===== config.mk =====
export PLATFORM = sky130hd
export DESIGN_NAME = lpr_front
export DESIGN_NICKNAME = d
export VERILOG_FILES = /design/src/hdl/lpr_pkg.sv /design/src/hdl/lpr_front.sv
export SDC_FILE = /design/constraint.sdc
export NUM_CORES = 1
export LEC_CHECK = 0
export BUFFER_PORTS_ARGS = -buffer_cell sky130_fd_sc_hd__clkbuf_2
export CAP_MARGIN = 5
export CORE_UTILIZATION = 50
export CTS_BUF_LIST = sky130_fd_sc_hd__clkbuf_8
export CTS_CLUSTER_SIZE = 10
export DETAILED_ROUTE_END_ITERATION = 10
export PLACE_DENSITY = 0.76
export SLEW_MARGIN = 20
export SYNTH_ARGS = -nofsm -noshare
export SYNTH_HDL_FRONTEND = slang
export SYNTH_SLANG_ARGS = --single-unit

===== constraint.sdc =====
create_clock -name clk -period 2.8 [get_ports clk]
set_clock_uncertainty 0.15 [all_clocks]
set_input_delay 0.56 -clock clk [delete_from_list [all_inputs] [get_ports clk]]
set_output_delay 0.56 -clock clk [all_outputs]
set_load 0.02 [all_outputs]

===== src/hdl/lpr_pkg.sv =====
// ----------------------------------------------------------------------------
// lpr_pkg
// Types and codes shared by the length-prefixed packet ring.
// ----------------------------------------------------------------------------
package lpr_pkg;

  localparam int CFG_W      = 13;
  localparam int CNT_W      = 12;
  localparam int SIZE_RESET = 4096;
  localparam int MIN_SIZE   = 4;

  // func field codes
  localparam logic [3:0] F_CLR   = 4'd0;
  localparam logic [3:0] F_START = 4'd1;
  localparam logic [3:0] F_PUT   = 4'd2;
  localparam logic [3:0] F_END   = 4'd3;
  localparam logic [3:0] F_HDR   = 4'd4;
  localparam logic [3:0] F_RDB   = 4'd5;
  localparam logic [3:0] F_SKIP  = 4'd6;
  localparam logic [3:0] F_SAVE  = 4'd7;
  localparam logic [3:0] F_REST  = 4'd8;

  typedef enum logic [3:0] {
    OP_CLR, OP_START, OP_PUT, OP_END, OP_HDR,
    OP_RDB, OP_SKIP, OP_SAVE, OP_REST, OP_NOP
  } op_t;

  typedef struct packed {
    logic [3:0]  func;
    logic [7:0]  data_byte;
    logic [15:0] skip_count;
    logic        restore;
  } in_item_t;

  typedef struct packed {
    logic [7:0]  read_data;
    logic [11:0] length_out;
    logic [11:0] moved_count;
    logic [11:0] packets_held;
    logic [31:0] dropped_total;
  } out_item_t;

  typedef struct packed {
    op_t         op;
    logic [7:0]  data_byte;
    logic [15:0] skip_count;
  } cmd_t;

endpackage


===== src/hdl/lpr_front.sv =====
// ----------------------------------------------------------------------------
// lpr_front
// Input side: decodes each beat into an operation and holds it in a
// two-entry queue for the back end.
// ----------------------------------------------------------------------------
module lpr_front import lpr_pkg::*; (
  input  logic     clk,
  input  logic     rst_n,
  input  logic     push,
  output logic     full,
  input  in_item_t in_data,
  output logic     cmd_valid,
  input  logic     cmd_ready,
  output cmd_t     cmd
);

  cmd_t       q_r [2];
  logic       wp_r, wp_nxt, rp_r, rp_nxt;
  logic [1:0] cnt_r, cnt_nxt;
  cmd_t       dec;
  logic       do_push, do_pop;

  always_comb begin
    dec.data_byte  = in_data.data_byte;
    dec.skip_count = in_data.skip_count;
    unique case (in_data.func)
      F_CLR:   dec.op = OP_CLR;
      F_START: dec.op = OP_START;
      F_PUT:   dec.op = OP_PUT;
      F_END:   dec.op = OP_END;
      F_HDR:   dec.op = OP_HDR;
      F_RDB:   dec.op = OP_RDB;
      F_SKIP:  dec.op = OP_SKIP;
      F_SAVE:  dec.op = OP_SAVE;
      F_REST:  dec.op = in_data.restore ? OP_REST : OP_NOP;
      default: dec.op = OP_NOP;
    endcase
  end

  assign full      = (cnt_r == 2'd2);
  assign cmd_valid = (cnt_r != 2'd0);
  assign cmd       = q_r[rp_r];
  assign do_push   = push && !full;
  assign do_pop    = cmd_valid && cmd_ready;

  always_comb begin
    wp_nxt  = do_push ? ~wp_r : wp_r;
    rp_nxt  = do_pop ? ~rp_r : rp_r;
    cnt_nxt = cnt_r + 2'(do_push) - 2'(do_pop);
  end

  always_ff @(posedge clk) begin
    if (!rst_n) begin
      wp_r  <= 1'b0;
      rp_r  <= 1'b0;
      cnt_r <= 2'd0;
    end else begin
      wp_r  <= wp_nxt;
      rp_r  <= rp_nxt;
      cnt_r <= cnt_nxt;
    end
    if (do_push) begin
      q_r[wp_r] <= dec;
    end
  end

endmodule


==> flow_summary.toml, run 1 <==
[sta]
fmax_ghz = 0.475
slew_headroom_pct = 64.9
fin_crit_ns = 2.11
tns_ns = 0
period_share_pct = 75.2
final-setup-viol-count = 0
maxSlewViolCount = 0
worstMarginPinSlew_ns = 0.525
hold_violations = 0
rsz0062_at_grt = "no"

[worst_setup_path]
required_ns = 2.09
worst-endpoint-arrival_ns = 1.40
worstSetupStartpointType = "register"
end_kind = "output pin"
critical_path.max_fanout = 28
crit_type = "reg2out"

[layout]
nets = 227
final.fill_count = 327
antennaDiodeCount = 0
syn2layout_area_growth_pct = 24.6
fin_cells = 249
fin_util_pct = 66.6
register_area_sq_um = 1780
drive_above_1_share_pct = 55.3
multi_input_area_sq_um = 546

[run_status]
violations = "design-rule violations"
outcome = "finished, violations left"

[clock_tree]
cts.reportedPaths.clkPinSlew_ns = 0.06
cts_root_buf = "clkbuf_8"
cts_max_level = 3
clk_latency_ns = 0.32
cts_tree = "done"
ctsHoldBuffers = 0
postCtsSetupBuffers = 0
cts.repair.resized = 0
numClockSinks = 61
clockBufferDepth = 2
cts_made_buffers = 9

[logic_synthesis]
synth_top_family_by_area = "multiplexers"
syn_area_per_cell_sq_um = 19.9
synth-seq-area-share_pct = 74.5
synthCells = 120
synth_cell_types = 22
yosys_register_bits = 61
muxShareOfSynthArea_pct = 16.7
synth_warnings = 0
synth_simple_gate_area_share_pct = 3.56
synthesis.area_sq_um = 2390
synth-adder-area-share_pct = 1.05
synth-compound-area-share_pct = 0.628
syn_nets = 155
synth-xor-area-share_pct = 0.733

[route]
drt_iter0_drc = 39
drt-total-wl_um = 3690
vias_per_cell = 4.91
wl_per_cell_um = 14.8
drc = 3
firstDrtPassIters = 7
vias = 1222
ant_nets = 0

[power_and_ir_drop]
power_density_nw_per_um2 = 994
vdd_drop_max_v = 0.000569
p_leak_nw = 1.23

[floorplanning]
rows = 24
initial_utilization_pct = 53.4
design.portCount = 63
coreArea_sq_um = 4470
die_x_um = 71.2
dieArea_sq_um = 5060
die_h_um = 71.2

[min_path]
hp-class = "in2reg"

[grt]
grt_busiest_layer = "met2"
grt-ovfl-total = 0
met1_usage_pct = 15.3
grt_start_max_net_pins = 29
grt_pass1_wl_um = 5750
gr-usage-met3_pct = 6.13
use_met2_pct = 29.5
grt_pass1_vias = 1309
grt_util_all_layers_pct = 16.0
antenna_found_initial = 0

[place]
dp_hpwl_um = 2600
place_inst = 233
port_buffers = 62
place.gp.congestion = 0.688

[flow_run]
cap_violations = 0
power breakdown:
group	internal, mW	switching, mW	leakage (nW)
clock network	0.488	0.300	0.109
registers	1.18	0.0550	0.565
logic	0.427	0.512	0.557
total	2.10	0.867	1.23
kinds of logic (layout without fill, tap and decap cells):
group,count (synthesis),after routing
compound gates,2,2
xor+xnor,2,2
simple gates,17,17
flops,61,61
fa+ha+maj,2,2
buf+inv,7,84
mux,29,29
worst max-delay path: stages, from the launching register on:
cell and delay [ns]:
dfxtp_2 0.34, buf_12 0.21, mux2_2 0.37, clkbuf_2 0.16
stage by stage:
stage | cell area, sq um | power [mW] | setup WS (ns) | hold slack (ns)
final | 2980 | 2.96 | 0.693 | 0.276
after global routing | 2980 | 3.10 | 0.639 | 0.256
after global placement | 2780 | 2.18 | 0.934 | 0.329
after detailed placement | 2780 | 2.21 | 0.863 | 0.353
after CTS | 2980 | 3.00 | 0.662 | 0.265
after floorplan | 2390 | 1.96 | 0.393 | 0.305
final cells by class:
| type | instances | share of cell area (%) |
|---|---|---|
| clock buffers | 9 | 4.16 |
| multi-input cells | 52 | 18.3 |
| well taps | 52 | 2.18 |
| flip-flops and latches | 61 | 59.8 |
| repair buffers | 65 | 12.4 |
| clock inverters | 7 | 2.73 |
| inverters | 3 | 0.378 |
flip-flops by register name, summed over array words and instances (netlist names), named ones only:
name   cells
q_r       56
rp_r       1
wp_r       1
cnt_r      2
layout by cell type (no fill, tap or decap), drive strengths merged, types with 3 or more instances in the layout:
cell,n
nand2,3
nor2,5
edfxtp,56
clkinv,4
buf,3
inv,4
clkbuf,71
dfxtp,5
mux2,28
per-layer routing:
layer	wire length [um]	part of all wire [%]
met3	176	4.8
met4	51	1.4
met2	2120	57
met1	1350	36
met5	0	0
path summary, 6_finish.rpt:
check / depth (start not counted) / to / start / slack, ns
worst min register to register: 2 / wp_r / wp_r / 0.36
worst max-delay path: 3 / cmd[3] / register / 0.69
worst max register to register: 8 / cnt_r[1] / cnt_r[0] / 0.97
worst min-delay path: 1 / q_r[0][9] / in_data[10] / 0.28
Yosys cell counts (all sizes together):
library cell / count / area, sq um
edfxtp: 56 / 1680
mux2: 28 / 390
dfxtp: 5 / 100
nor2: 5 / 18.8
buf: 3 / 51.3
inv: 3 / 11.3
nand2: 3 / 11.3
and2: 2 / 12.5
ha: 2 / 25.0
nand2b: 2 / 12.5
nor2b: 2 / 12.5
a21o: 1 / 7.51
and3: 1 / 6.26
clkbuf: 1 / 3.75
mux2i: 1 / 10.0
nor3: 1 / 5.00
o21a: 1 / 7.51
or2: 1 / 6.26
xnor2: 1 / 8.76
xor2: 1 / 8.76
(Power assumes the default switching activity.)
==> inputs of run 2 (changes only) <==
Settings changed: CORE_UTILIZATION 50 to 49, PLACE_DENSITY 0.76 to 0.78.
Clock period 2.8 ns to 1.7 ns, I/O delays scaled along.
==> run 2 against run 1 <==
Net effect: the flow finishes with violations (negative setup slack); global-route usage hardly changed; register-to-register slack worse by 1.0 ns; clock power is 69% higher; worst hold slack worse by 0.23 ns; flip-flop and latch count stayed put; final area is 14% higher; final cell count is 9.2% higher; clock-buffer cell count stayed put; sequential power is 69% higher; largest power group is now combinational cells.
==> flow_summary.toml, run 2 (synthesis results as in run 1) <==
[run_status]
outcome = "finished, violations left"
violations = "negative setup slack"

[route]
firstDrtPassIters = 4
ant_nets = 0
drt_iter0_drc = 66
vias = 1266
drt-total-wl_um = 4140
wl_per_cell_um = 15.2
vias_per_cell = 4.65
drc = 0

[clock_tree]
cts_max_level = 3
ctsHoldBuffers = 0
clk_latency_ns = 0.33
cts_root_buf = "clkbuf_8"
cts.reportedPaths.clkPinSlew_ns = 0.06
clockBufferDepth = 2
numClockSinks = 61
cts_made_buffers = 9
cts_tree = "done"

[layout]
fin_cells = 272
multi_input_area_sq_um = 648
largest_reg_flops = 56
reg.largest.list = "q_r: 56 flops, cnt_r: 2 flops"
drive_above_1_share_pct = 63.4
final.fill_count = 310
layout_commonest_cell = "edfxtp_1"
antennaDiodeCount = 0
top_register = "q_r"
register_area_sq_um = 1790
layout_common_cells = "56 x edfxtp_1, 33 x clkbuf_2, 29 x buf_6"
syn2layout_area_growth_pct = 42.2
nets = 235

[floorplanning]
die_h_um = 71.9
dieArea_sq_um = 5160
design.portCount = 63
die_x_um = 71.9
coreArea_sq_um = 4720
rows = 25
initial_utilization_pct = 50.6

[worst_setup_path]
critPathBufInv = 2
end_kind = "output pin"
r2r_cells = 8
crit_path_end = "cmd[16]"
cpPeakStageDelay_ns = 0.42
worst-path-stages = 3
worst-endpoint-arrival_ns = 1.37
crit_chain = "clkbuf_16 > mux2_4 > buf_6"
crit_path_top_delay_cell = "dfxtp_4"
critical_path.max_fanout = 7
crit_family = "flip-flops"
reg2reg_setup_slack_ns = -0.05
required_ns = 1.21
worstSetupStartpointType = "register"
r2r-start = "cnt_r[0]"
r2r-end = "cnt_r[1]"
crit_type = "reg2out"

[flow_run]
cap_violations = 0

[min_path]
hp-class = "in2reg"

[sta]
slew_headroom_pct = 86.3
setup_slack_ns = -0.157
final-setup-viol-count = 29
fin_crit_ns = 1.86
rsz0062_at_grt = "yes"
hold_violations = 0
maxSlewViolCount = 0
worstMarginPinSlew_ns = 0.205
period_share_pct = 109
fmax_ghz = 0.539

[grt]
grt-ovfl-total = 0
grt_start_max_net_pins = 29
grt_pass1_vias = 1302
grt_util_all_layers_pct = 16.0
grt_pass1_wl_um = 5820
antenna_found_initial = 0

[power_and_ir_drop]
power_mw = 5.70
power_density_nw_per_um2 = 1680
vdd_drop_max_v = 0.00105
p_leak_nw = 1.38

[place]
place_inst = 251
place.gp.congestion = 0.687
port_buffers = 62
dpl_worst_slack_ns = -0.196
dp_hpwl_um = 2580
-- run 2: cell count changes in the layout (fill, tap and decap cells not counted), sizes merged --
cell	delta
inv	+1
buf	+35
clkbuf	-27
clkinv	-1
-- run 2: stage by stage --
stage / hold WS (ns) / instance area [sq um] / util [%] / setup TNS (ns)
finish: 0.0470 / 3400 / 72.0 / -3.92
global route: 0.0334 / 3400 / 72.0 / -5.00
CTS: 0.0338 / 3100 / 65.6 / -3.96
detailed placement: 0.356 / 2840 / 60.0 / -0.196
global placement: 0.356 / 2840 / 60.0 / 0
floorplan: 0.289 / 2400 / - / 0
-- run 2: how the worst min path moves through the flow --
stage               cells past startpoint         from         end  slack [ns]
floorplan                               0   in_data[1]   q_r[0][0]        0.29
global placement                        2         rp_r        rp_r        0.36
detailed placement                      2         rp_r        rp_r        0.36
CTS                                     1  in_data[18]  q_r[1][17]        0.03
global route                            1   in_data[3]   q_r[1][2]        0.03
finish                                  1   in_data[3]   q_r[0][2]        0.05
-- run 2: layout make-up --
cell class / instances / area share [%]
tap: 67 / 2.47
clock inverter: 7 / 2.43
clock buffer: 9 / 3.64
multi-input combinational: 52 / 19.1
timing repair buffer: 73 / 19.4
inverter: 3 / 0.331
sequential: 61 / 52.7
-- run 2: timing repair --
item,CTS,global route
endpoints found under the setup margin,30,30
hold endpoints to repair,0,0
gates cloned,0,2
resized for setup,11,100
pin swaps,4,2
setup buffers,2,1
-- run 2: layer usage --
metal | routed length (um) | vias to the layer above | track usage, % | part of all wire [%]
li1 | - | 613 | - | -
met1 | 1670 | 612 | 16.6 | 40
met2 | 2210 | 32 | 27.9 | 54
met3 | 151 | 9 | 4.64 | 3.6
met4 | 104 | 0 | 11.1 | 2.5
met5 | 0 | - | 0 | 0
-- run 2: power breakdown --
group	internal (mW)	switching, mW
Sequential	1.96	0.129
Combinational	1.29	1.00
Clock	0.806	0.524
Total	4.05	1.65
-- run 2: worst reg2reg max path, stage by stage, from the launching register on --
cell	delay (ns)
dfxtp_2	0.35
nand2b_4	0.13
nand2_2	0.08
ha_4	0.27
inv_2	0.04
ha_4	0.15
xor2_2	0.18
and2_4	0.15
nor3_4	0.16
